$ cat src/hw/rtl/prq_pkg.sv
package prq_pkg;

  localparam int CmdW    = 2;
  localparam int IdW     = 7;
  localparam int PrioW   = 3;
  localparam int StatusW = 2;
  localparam int CountW  = 8;

  localparam int DefNumEntries     = 128;
  localparam int DefPriorityLevels = 8;

  localparam logic [CmdW-1:0] CMD_ADD    = 2'd0;
  localparam logic [CmdW-1:0] CMD_REMOVE = 2'd1;
  localparam logic [CmdW-1:0] CMD_CHANGE = 2'd2;

  localparam logic [StatusW-1:0] ST_OK       = 2'd0;
  localparam logic [StatusW-1:0] ST_NO_FREE  = 2'd1;
  localparam logic [StatusW-1:0] ST_EMPTY    = 2'd2;
  localparam logic [StatusW-1:0] ST_NOT_FOUND = 2'd3;

  // decoded command word handed from front to back
  typedef struct packed {
    logic [CmdW-1:0]  cmd;
    logic [IdW-1:0]   id;
    logic             id_ok;
    logic [PrioW-1:0] prio;
  } prq_cmd_t;

endpackage

$ cat src/hw/rtl/priority_ready_queue.sv
// Channel   Handshake           Word
// input     in_valid/in_stall   command, proc_id, new_priority
// output    out_valid/out_stall status, result_id, result_priority, queue_count
//
// A two-word command queue sits ahead of the list engine, so input is taken
// while a result waits; input stalls once both slots are full, and a stalled
// result holds the engine. Remove reads the head entry's link; add takes a
// never-used entry or reads a reused entry's free link, then compares queued
// entries in order and links behind one; change searches, unlinks, then inserts.
// Reset is synchronous; no clearing pass, never-used entries come from a fill pointer.
module priority_ready_queue #(
  parameter int NUM_ENTRIES     = prq_pkg::DefNumEntries,
  parameter int PRIORITY_LEVELS = prq_pkg::DefPriorityLevels
) (
  input  logic                          clk,
  input  logic                          rst,
  input  logic                          in_valid,
  output logic                          in_stall,
  input  logic [prq_pkg::CmdW-1:0]      command,
  input  logic [prq_pkg::IdW-1:0]       proc_id,
  input  logic [prq_pkg::PrioW-1:0]     new_priority,
  output logic                          out_valid,
  input  logic                          out_stall,
  output logic [prq_pkg::StatusW-1:0]   status,
  output logic [prq_pkg::IdW-1:0]       result_id,
  output logic [prq_pkg::PrioW-1:0]     result_priority,
  output logic [prq_pkg::CountW-1:0]    queue_count
);
  import prq_pkg::*;

  logic     q_valid;
  logic     q_pop;
  prq_cmd_t q_item;

  prq_front #(
    .NUM_ENTRIES     (NUM_ENTRIES),
    .PRIORITY_LEVELS (PRIORITY_LEVELS)
  ) u_front (
    .clk          (clk),
    .rst          (rst),
    .in_valid     (in_valid),
    .in_stall     (in_stall),
    .command      (command),
    .proc_id      (proc_id),
    .new_priority (new_priority),
    .q_valid      (q_valid),
    .q_item       (q_item),
    .q_pop        (q_pop)
  );

  prq_back #(
    .NUM_ENTRIES     (NUM_ENTRIES),
    .PRIORITY_LEVELS (PRIORITY_LEVELS)
  ) u_back (
    .clk             (clk),
    .rst             (rst),
    .q_valid         (q_valid),
    .q_item          (q_item),
    .q_pop           (q_pop),
    .out_valid       (out_valid),
    .out_stall       (out_stall),
    .status          (status),
    .result_id       (result_id),
    .result_priority (result_priority),
    .queue_count     (queue_count)
  );

endmodule

$ cat src/hw/rtl/prq_front.sv
module prq_front #(
  parameter int NUM_ENTRIES     = prq_pkg::DefNumEntries,
  parameter int PRIORITY_LEVELS = prq_pkg::DefPriorityLevels
) (
  input  logic                        clk,
  input  logic                        rst,
  input  logic                        in_valid,
  output logic                        in_stall,
  input  logic [prq_pkg::CmdW-1:0]    command,
  input  logic [prq_pkg::IdW-1:0]     proc_id,
  input  logic [prq_pkg::PrioW-1:0]   new_priority,
  output logic                        q_valid,
  output prq_pkg::prq_cmd_t           q_item,
  input  logic                        q_pop
);
  import prq_pkg::*;

  localparam int QD = 2;

  prq_cmd_t       q [QD];
  logic           wr_ptr;
  logic           rd_ptr;
  logic [1:0]     fill;
  prq_cmd_t       dec;
  logic           push;

  always_comb begin
    dec.cmd   = command;
    dec.id    = proc_id;
    dec.id_ok = 32'(proc_id) < NUM_ENTRIES;
    // saturate priorities beyond the configured range
    dec.prio  = (32'(new_priority) >= PRIORITY_LEVELS) ? PrioW'(PRIORITY_LEVELS - 1)
                                                        : new_priority;
  end

  assign in_stall = (fill == 2'(QD));
  assign push     = in_valid && !in_stall;
  assign q_valid  = (fill != 2'd0);
  assign q_item   = q[rd_ptr];

  always_ff @(posedge clk) begin
    if (push) begin
      q[wr_ptr] <= dec;
    end
  end

  always_ff @(posedge clk) begin
    if (rst) begin
      wr_ptr <= 1'b0;
      rd_ptr <= 1'b0;
      fill   <= 2'd0;
    end else begin
      if (push) begin
        wr_ptr <= !wr_ptr;
      end
      if (q_pop) begin
        rd_ptr <= !rd_ptr;
      end
      fill <= 2'(fill + {1'b0, push} - {1'b0, q_pop});
    end
  end

endmodule

$ cat src/hw/rtl/prq_back.sv
module prq_back #(
  parameter int NUM_ENTRIES     = prq_pkg::DefNumEntries,
  parameter int PRIORITY_LEVELS = prq_pkg::DefPriorityLevels
) (
  input  logic                          clk,
  input  logic                          rst,
  input  logic                          q_valid,
  input  prq_pkg::prq_cmd_t             q_item,
  output logic                          q_pop,
  output logic                          out_valid,
  input  logic                          out_stall,
  output logic [prq_pkg::StatusW-1:0]   status,
  output logic [prq_pkg::IdW-1:0]       result_id,
  output logic [prq_pkg::PrioW-1:0]     result_priority,
  output logic [prq_pkg::CountW-1:0]    queue_count
);
  import prq_pkg::*;

  localparam int NW = $clog2(NUM_ENTRIES + 1);
  localparam int AW = $clog2(NUM_ENTRIES);
  localparam int PW = $clog2(PRIORITY_LEVELS);
  localparam logic [NW-1:0] NIL = NW'(NUM_ENTRIES);

  localparam logic [2:0] S_IDLE    = 3'd0;
  localparam logic [2:0] S_ADD_RD  = 3'd1;
  localparam logic [2:0] S_REM_RD  = 3'd2;
  localparam logic [2:0] S_FIND    = 3'd3;
  localparam logic [2:0] S_UNLINK  = 3'd4;
  localparam logic [2:0] S_INS     = 3'd5;
  localparam logic [2:0] S_INS_CMP = 3'd6;
  localparam logic [2:0] S_LINK    = 3'd7;

  logic [NW-1:0] link_mem [NUM_ENTRIES];
  logic [PW-1:0] prio_mem [NUM_ENTRIES];
  logic [NW-1:0] rd_link;
  logic [PW-1:0] rd_prio;
  logic [AW-1:0] rd_addr;
  logic          link_we;
  logic [AW-1:0] link_wa;
  logic [NW-1:0] link_wd;
  logic          prio_we;
  logic [AW-1:0] prio_wa;
  logic [PW-1:0] prio_wd;

  logic [2:0]      state, state_next;
  logic [NW-1:0]   head, head_next;
  logic [NW-1:0]   free_head, free_head_next;
  logic [NW-1:0]   fresh, fresh_next;      // entries at and above fresh were never allocated
  logic [NW-1:0]   count, count_next;
  logic [NW-1:0]   trail, trail_next;
  logic [NW-1:0]   cur, cur_next;
  logic [NW-1:0]   ent, ent_next;
  logic [CmdW-1:0] op_cmd, op_cmd_next;
  logic [NW-1:0]   op_id, op_id_next;
  logic [PW-1:0]   op_pr, op_pr_next;
  logic            out_valid_next;
  logic [StatusW-1:0] out_status, out_status_next;
  logic [NW-1:0]   out_id, out_id_next;
  logic [PW-1:0]   out_pr, out_pr_next;
  logic [NW-1:0]   out_count, out_count_next;

  logic            fin;
  logic [StatusW-1:0] fin_status;
  logic [NW-1:0]   fin_id;
  logic [PW-1:0]   fin_pr;
  logic            fin_ins;
  logic            do_place;
  logic [NW-1:0]   pl_trail;
  logic [NW-1:0]   pl_cur;
  logic [NW-1:0]   item_id;

  assign item_id = q_item.id_ok ? NW'(q_item.id) : NIL;

  always_ff @(posedge clk) begin
    if (link_we) begin
      link_mem[link_wa] <= link_wd;
    end
    if (prio_we) begin
      prio_mem[prio_wa] <= prio_wd;
    end
    rd_link <= link_mem[rd_addr];
    rd_prio <= prio_mem[rd_addr];
  end

  always_comb begin
    state_next      = state;
    head_next       = head;
    free_head_next  = free_head;
    fresh_next      = fresh;
    count_next      = count;
    trail_next      = trail;
    cur_next        = cur;
    ent_next        = ent;
    op_cmd_next     = op_cmd;
    op_id_next      = op_id;
    op_pr_next      = op_pr;
    out_valid_next  = out_valid && out_stall;
    out_status_next = out_status;
    out_id_next     = out_id;
    out_pr_next     = out_pr;
    out_count_next  = out_count;
    rd_addr  = '0;
    link_we  = 1'b0;
    link_wa  = '0;
    link_wd  = '0;
    prio_we  = 1'b0;
    prio_wa  = '0;
    prio_wd  = '0;
    q_pop    = 1'b0;
    fin        = 1'b0;
    fin_status = ST_OK;
    fin_id     = '0;
    fin_pr     = '0;
    fin_ins    = 1'b0;
    do_place   = 1'b0;
    pl_trail   = NIL;
    pl_cur     = NIL;

    unique case (state)
      S_IDLE: begin
        if (q_valid && !out_valid) begin
          q_pop       = 1'b1;
          op_cmd_next = q_item.cmd;
          op_id_next  = item_id;
          op_pr_next  = PW'(q_item.prio);
          unique case (q_item.cmd)
            CMD_ADD: begin
              if (free_head == NIL) begin
                fin        = 1'b1;
                fin_status = ST_NO_FREE;
              end else begin
                ent_next = free_head;
                prio_we  = 1'b1;
                prio_wa  = AW'(free_head);
                prio_wd  = PW'(q_item.prio);
                if (free_head == fresh) begin
                  free_head_next = NW'(fresh + 1'b1);
                  fresh_next     = NW'(fresh + 1'b1);
                  state_next     = S_INS;
                end else begin
                  rd_addr    = AW'(free_head);
                  state_next = S_ADD_RD;
                end
              end
            end
            CMD_REMOVE: begin
              if (head == NIL) begin
                fin        = 1'b1;
                fin_status = ST_EMPTY;
              end else begin
                ent_next   = head;
                rd_addr    = AW'(head);
                state_next = S_REM_RD;
              end
            end
            CMD_CHANGE: begin
              trail_next = NIL;
              cur_next   = head;
              rd_addr    = AW'(head);
              if (head == NIL) begin
                fin        = 1'b1;
                fin_status = ST_NOT_FOUND;
              end else if (head == item_id) begin
                state_next = S_UNLINK;
              end else begin
                state_next = S_FIND;
              end
            end
            default: begin
              fin = 1'b1;
            end
          endcase
        end
      end
      S_ADD_RD: begin
        free_head_next = rd_link;
        state_next     = S_INS;
      end
      S_REM_RD: begin
        head_next      = rd_link;
        link_we        = 1'b1;
        link_wa        = AW'(ent);
        link_wd        = free_head;
        free_head_next = ent;
        count_next     = NW'(count - 1'b1);
        fin    = 1'b1;
        fin_id = ent;
        fin_pr = rd_prio;
      end
      S_FIND: begin
        // rd_link holds the successor of cur
        trail_next = cur;
        cur_next   = rd_link;
        rd_addr    = AW'(rd_link);
        if (rd_link == NIL) begin
          fin        = 1'b1;
          fin_status = ST_NOT_FOUND;
        end else if (rd_link == op_id) begin
          state_next = S_UNLINK;
        end
      end
      S_UNLINK: begin
        if (trail == NIL) begin
          head_next = rd_link;
        end else begin
          link_we = 1'b1;
          link_wa = AW'(trail);
          link_wd = rd_link;
        end
        prio_we    = 1'b1;
        prio_wa    = AW'(cur);
        prio_wd    = op_pr;
        ent_next   = cur;
        state_next = S_INS;
      end
      S_INS: begin
        if (head == NIL) begin
          do_place = 1'b1;
        end else begin
          trail_next = NIL;
          cur_next   = head;
          rd_addr    = AW'(head);
          state_next = S_INS_CMP;
        end
      end
      S_INS_CMP: begin
        // rd_prio / rd_link belong to cur
        if (op_pr > rd_prio) begin
          do_place = 1'b1;
          pl_trail = trail;
          pl_cur   = cur;
        end else if (rd_link == NIL) begin
          do_place = 1'b1;
          pl_trail = cur;
        end else begin
          trail_next = cur;
          cur_next   = rd_link;
          rd_addr    = AW'(rd_link);
        end
      end
      S_LINK: begin
        link_we = 1'b1;
        link_wa = AW'(trail);
        link_wd = ent;
        fin_ins = 1'b1;
      end
      default: begin
        state_next = S_IDLE;
      end
    endcase

    if (do_place) begin
      link_we = 1'b1;
      link_wa = AW'(ent);
      link_wd = pl_cur;
      if (pl_trail == NIL) begin
        head_next = ent;
        fin_ins   = 1'b1;
      end else begin
        trail_next = pl_trail;
        state_next = S_LINK;
      end
    end

    if (fin_ins) begin
      fin    = 1'b1;
      fin_id = ent;
      fin_pr = op_pr;
      if (op_cmd == CMD_ADD) begin
        count_next = NW'(count + 1'b1);
      end
    end

    if (fin) begin
      state_next      = S_IDLE;
      out_valid_next  = 1'b1;
      out_status_next = fin_status;
      out_id_next     = fin_id;
      out_pr_next     = fin_pr;
      out_count_next  = count_next;
    end
  end

  always_ff @(posedge clk) begin
    if (rst) begin
      state     <= S_IDLE;
      head      <= NIL;
      free_head <= '0;
      fresh     <= '0;
      count     <= '0;
      out_valid <= 1'b0;
    end else begin
      state     <= state_next;
      head      <= head_next;
      free_head <= free_head_next;
      fresh     <= fresh_next;
      count     <= count_next;
      out_valid <= out_valid_next;
    end
  end

  always_ff @(posedge clk) begin
    trail      <= trail_next;
    cur        <= cur_next;
    ent        <= ent_next;
    op_cmd     <= op_cmd_next;
    op_id      <= op_id_next;
    op_pr      <= op_pr_next;
    out_status <= out_status_next;
    out_id     <= out_id_next;
    out_pr     <= out_pr_next;
    out_count  <= out_count_next;
  end

  assign status          = out_status;
  assign result_id       = IdW'(out_id);
  assign result_priority = PrioW'(out_pr);
  assign queue_count     = CountW'(out_count);

endmodule

$ cat config.mk
export PLATFORM = sky130hd
export DESIGN_NAME = priority_ready_queue
export DESIGN_NICKNAME = d
export VERILOG_FILES = /design/src/hw/rtl/prq_pkg.sv /design/src/hw/rtl/priority_ready_queue.sv /design/src/hw/rtl/prq_front.sv /design/src/hw/rtl/prq_back.sv
export SDC_FILE = /design/constraint.sdc
export NUM_CORES = 2
export LEC_CHECK = 0
export BUFFER_PORTS_ARGS = -buffer_cell sky130_fd_sc_hd__buf_2
export CAP_MARGIN = 40
export CELL_PAD_IN_SITES_DETAIL_PLACEMENT = 1
export CELL_PAD_IN_SITES_GLOBAL_PLACEMENT = 1
export CORE_UTILIZATION = 57
export CTS_CLUSTER_DIAMETER = 120
export DETAILED_ROUTE_END_ITERATION = 8
export PLACE_DENSITY_LB_ADDON = 0.1
export SYNTH_ARGS = -nofsm -noshare
export SYNTH_HDL_FRONTEND = slang
export SYNTH_SLANG_ARGS = --single-unit
$ cat constraint.sdc
create_clock -name clk -period 16.07 [get_ports clk]
set_input_delay 2.4105 -clock clk [delete_from_list [all_inputs] [get_ports clk]]
set_output_delay 2.4105 -clock clk [all_outputs]
set_load 0.02 [all_outputs]
Word level (Yosys, flattened, before mapping). Memory sizes are Yosys's and may differ from the RTL's. A register that Yosys moved wholly into a read port is not among the register bits. Cells that the tools add are included.

RAM bits: 1432. Bits of input ports: 16. Word-level logic and storage cells: 193. Memories: 3. Bits in registers: 97. Output and inout bits: 22.

Memories: u_back.link_mem (words 128, bits a word 8, read ports 1, clocked after memory_dff 1, wr ports 1, RTL line prq_back.sv:33) `logic [NW-1:0] link_mem [NUM_ENTRIES];`; u_back.prio_mem (words 128, bits a word 3, read ports 1, clocked after memory_dff 1, wr ports 1, RTL line prq_back.sv:34) `logic [PW-1:0] prio_mem [NUM_ENTRIES];`; u_front.q (words 2, bits a word 12, read ports 1, clocked after memory_dff 1, wr ports 1, RTL line prq_front.sv:20) `prq_cmd_t q [QD];`.

$lt $le $gt $ge: 1. Multiplexer cells: 112. Reduce and logical (&&, ||, !) cells: 23. Equality and inequality tests: 29. Add/subtract/negate cells: 5. Bitwise gates (word level): 1.

Operators by type and width (number): $mux 8 (32); $mux 7 (13); $pmux 8 s4 (2); $mux 3 (16); $pmux 8 s2 (3); $pmux 8 s3 (2); $pmux 7 s3 (2); $eq 8x8->1 const B (5); $pmux 7 s4 (1); $mux 1 (26); $eq 8x8->1 (3); $add 8x1->8 const B (2); $reduce_and 5->1 (3); $pmux 7 s2 (1); $eq 3x3->1 const B (4); $pmux 3 s4 (1); $ne 2x2->1 const B (5); $ne 3x3->1 const B (3); $pmux 3 s3 (1); $mux 2 (4); $pmux 1 s2 (4); $reduce_or 2->1 (4); $sub 8x1->8 const B (1); $eq 3x2->1 const B (2); 21 further kinds (31).

Logic depth before layout (Yosys ltp).
Depth in word-level cells: 9. Gate-level depth with buffers: 19.

Cells and area by module. From an unflattened synthesis, not the netlist that was laid out.

Cell total of the unflattened synthesis: 5084. Area total of the unflattened synthesis: 64260.4 um2.

Modules (own cells, without submodules): prq_back (cells an instance 5020, instances 1, seq. area each 44853.0 um2, area an instance 63161.8 um2); prq_front (cells an instance 64, instances 1, seq. area each 820.8 um2, area an instance 1098.6 um2).

Worst setup path after synthesis. OpenSTA, ideal clock, no wires.

Path kind: reg2reg. Start point: reg u_back.state[2]. End point: mem u_back.link_mem[0][7] (netlist name), data pin. Buffers on the path: 4. Arrival time: 5343 ps. Clock period less this slack: 6235 ps. Required time: 15178 ps. Cell stages (with the launch flop): 9. Path slack: 9835 ps. Path through: dfxtp_1 buf_2 clkbuf_1 clkbuf_1 buf_1 nand2_1 nor2_1 a22oi_1 a21oi_1.

Cells in the longest elaborated chain, start to end: 3. Elaborated cells between the ends (all ways): 9.

Ends and longest elaborated chain: start: declaration (RTL line prq_back.sv:45) `logic [2:0] state, state_next;`; start signal: assignment (RTL line prq_back.sv:293) `state <= state_next;`; $eq 3x3->1 / $eq 3x2->1 (equally long branches) (RTL line prq_back.sv:119) `unique case (state)`; $pmux 8 s3, or another cell as far along (RTL line prq_back.sv:119); $mux 8 (*) (RTL line prq_back.sv:252) `if (do_place) begin`; net u_back.link_wd[7] (RTL line prq_back.sv:40) `logic [NW-1:0] link_wd;`; end: declaration (RTL line prq_back.sv:33).

Mark *: on every way through the listed nets, which the timed path passes. The rest lies on a longest branch.

==> flow_summary.json <==
{
  "grt-busiest-layer": "met2",
  "ys_seq_area_frac": 0.710,
  "cts_buffers": 159,
  "slew_headroom": 0.270,
  "fin_nets": 5229,
  "die_height_um": 338,
  "required_ps": 16760,
  "setup_ws_ps": 8830,
  "grt_pass1_wl_um": 319000,
  "hpwl_um": 134000,
  "cp_max_fo": 142,
  "grtUsageMet2": 0.605,
  "crit_type": "reg2reg",
  "yosysTopAreaCell": "edfxtp_1",
  "synth.ff_latch_count": 1540,
  "clock_latency_ps": 780,
  "cts_tree": "built",
  "ff_latch_area_um2": 45600,
  "grt_overflow": 0,
  "postCtsHoldBufs": 0,
  "yosys_warnings": 0,
  "timing_worst_slew_pin_value_ps": 1100,
  "synthFlopType": "edfxtp_1",
  "vdd_drop_max_mv": 0.107,
  "wl_um": 220000,
  "synth.distinct_cells": 80,
  "fin_crit_ps": 7240,
  "p_per_area_nw_per_um2": 143,
  "cp.arrival_ps": 7930,
  "finalSetupViolations": 0,
  "drt_iter0_drc": 6884,
  "clock-root-buffer": "clkbuf_16",
  "regToRegSetupSlack_ps": 8830,
  "grt_pass1_vias": 47500,
  "path_clk_slew_ps": 60,
  "ios": 38,
  "ant_nets": 0,
  "drc": 0,
  "hold_viol_final": 0,
  "avgSynthCellArea_um2": 12.4,
  "status": "finished, final reports clean",
  "clkSinkCount": 1540,
  "multi_input_area_um2": 17100,
  "cts_resized": 0,
  "cts_max_path_buffers": 3,
  "gr-usage-met1": 0.519,
  "place_ws_ps": 9020,
  "netlist.area_leader.share": 0.691,
  "synth_edf_count": 1480,
  "drive_gt1_frac": 0.0931,
  "initial_utilization": 0.578,
  "fmax_mhz": 138,
  "die_w_um": 338,
  "vias_per_cell": 6.78,
  "cap_violations": 0,
  "setup_tns_ps": 0,
  "syn_inst": 5173,
  "first_pass_iters": 6,
  "gp_congestion": 0.893,
  "h-tree-depth": 4,
  "dieArea_um2": 114000,
  "endpoint_kind": "flop",
  "antenna_found_initial": 11,
  "rows": 122,
  "synth_fp_nets": 5201,
  "maxSlewViolCount": 0,
  "rsz0062_at_grt": "no",
  "grtUsageTotal": 0.387,
  "grt_use_met3": 0.0793,
  "post-cts-setup-buffers": 0,
  "p_leak_nw": 24.7,
  "period_share": 0.451,
  "core-area_um2": 111000,
  "io_buffer_count": 37,
  "vias": 46200,
  "skew_ps": 28.0,
  "area_growth_pct": 11.2,
  "async_reset_ff_frac": 0,
  "critical_path.startpoint_type": "flop",
  "num-fill-cells": 10700,
  "synthTopCellsByArea": "edfxtp_1, nand2_1, nand3_1",
  "syn-cell-area_um2": 64300,
  "grt_max_degree": 143,
  "hold_path.class": "reg2reg",
  "wl_per_cell_um": 32.3
}
==> cell usage in the layout (no fill, tap or decap), types with 51 or more instances in the layout <==
cell type and count:
mux2i_1 95, clkbuf_16 165, nand3_1 505, nor2_1 353, o21ai_0 85, a311oi_1 51, edfxtp_1 1480, a211oi_1 92
buf_4 162, a21oi_1 149, nand2_1 1225, dfxtp_1 60, a31oi_1 108, and3_1 91
==> critical path: stages (launching register included) <==
cell	delay [ps]
dfxtp_1	680
mux2i_1	420
inv_1	140
ha_1	460
or2_0	430
and4_1	260
a311oi_1	660
and2_4	470
buf_4	530
buf_4	710
buf_12	550
mux2i_1	200
a221oi_1	520
a31oi_1	210
nor2_1	190
o32a_1	250
a2bb2oi_1	220
==> through the flow <==
step / instances / total power, mW / area, µm² / hold slack [ps] / utilization
6_report: 6817 / 10.2 / 71500 / 509 / 0.643
5_1_grt: 6813 / 10.4 / 71500 / 537 / 0.643
4_1_cts: 6799 / 10.2 / 71400 / 512 / 0.642
3_5_place_dp: 6514 / 6.63 / 66500 / 505 / 0.597
3_3_place_gp: 6439 / 6.53 / 65800 / 495 / 0.591
2_1_floorplan: 5173 / 5.88 / 64300 / 479 / -
==> synthesized netlist by cell type, types with 14 or more instances <==
master,number
and3_1,91
nand3_1,505
mux2_2,20
a31oi_1,108
mux2i_1,95
a21oi_1,150
a311oi_1,52
nor3_1,16
nor4_1,14
o21ai_0,86
buf_4,18
edfxtp_1,1480
a22oi_1,36
a211oi_1,92
a32oi_1,19
nand4_1,18
a21boi_0,31
a221oi_1,30
clkbuf_1,128
buf_2,171
nand2_1,1227
o211ai_1,14
inv_1,29
dfxtp_1,60
nor2_1,360
buf_1,42
xor2_1,18
and2_1,20
xnor2_1,26
a22o_1,20
==> layer usage <==
| metal | wire length, µm | up-vias | part of all wire |
|---|---|---|---|
| li1 | - | 19200 | - |
| met1 | 82800 | 23300 | 0.38 |
| met2 | 102000 | 3006 | 0.46 |
| met3 | 24000 | 663 | 0.11 |
| met4 | 11700 | 4 | 0.053 |
| met5 | 27 | - | 0.00012 |
==> report_power, final <==
group / leakage [nW] / total (mW) / switching (mW) / internal (mW)
logic: 7.79 / 1.67 / 1.27 / 0.400
clock network: 2.39 / 3.60 / 1.55 / 2.05
registers: 14.5 / 4.96 / 0.172 / 4.79
total: 24.7 / 10.2 / 3.00 / 7.24
==> layout make-up <==
type,count,area share
diodes,4,0.000140
clock buffers,215,0.0606
clock inverters,70,0.00846
inverters,30,0.00182
multi-input cells,3244,0.240
flip-flops and latches,1540,0.638
well taps,1488,0.0260
repair buffers,226,0.0254
==> flip-flops by register name (all words and copies together), names as in the netlist, 3 cells and up, named ones only <==
| register | flops |
|---|---|
| u_back.count | 8 |
| u_back.cur | 8 |
| u_back.ent | 8 |
| u_back.free_head | 8 |
| u_back.fresh | 8 |
| u_back.head | 8 |
| u_back.link_mem | 1024 |
| u_back.op_id | 7 |
| u_back.op_pr | 3 |
| u_back.out_id | 7 |
| u_back.prio_mem | 384 |
| u_back.queue_count | 8 |
| u_back.rd_link | 8 |
| u_back.rd_prio | 3 |
| u_back.result_priority | 3 |
| u_back.state | 3 |
| u_back.trail | 8 |
| u_front.q | 24 |
==> cell families after synthesis <==
| family | share of synthesized area |
|---|---|
| xor gates and xnor gates | 0.00599 |
| buffers and inverters | 0.0271 |
| and+or+nand+nor | 0.154 |
| AOI/OAI and AO/OA | 0.0823 |
| adders and majority gates | 0.00233 |
| muxes | 0.0183 |
| DFF | 0.710 |
==> worst paths after layout <==
| check | startpoint | end | cells after the start |
|---|---|---|---|
| setup reg to reg | flop | u_back.rd_link[4] | 16 |
| hold / removal | u_back.fresh[1] | u_back.fresh[1] | 2 |
| setup / recovery | flop | u_back.rd_link[4] | 16 |
| hold reg to reg | u_back.fresh[1] | u_back.fresh[1] | 2 |
Power figures use the tool's default switching activity.
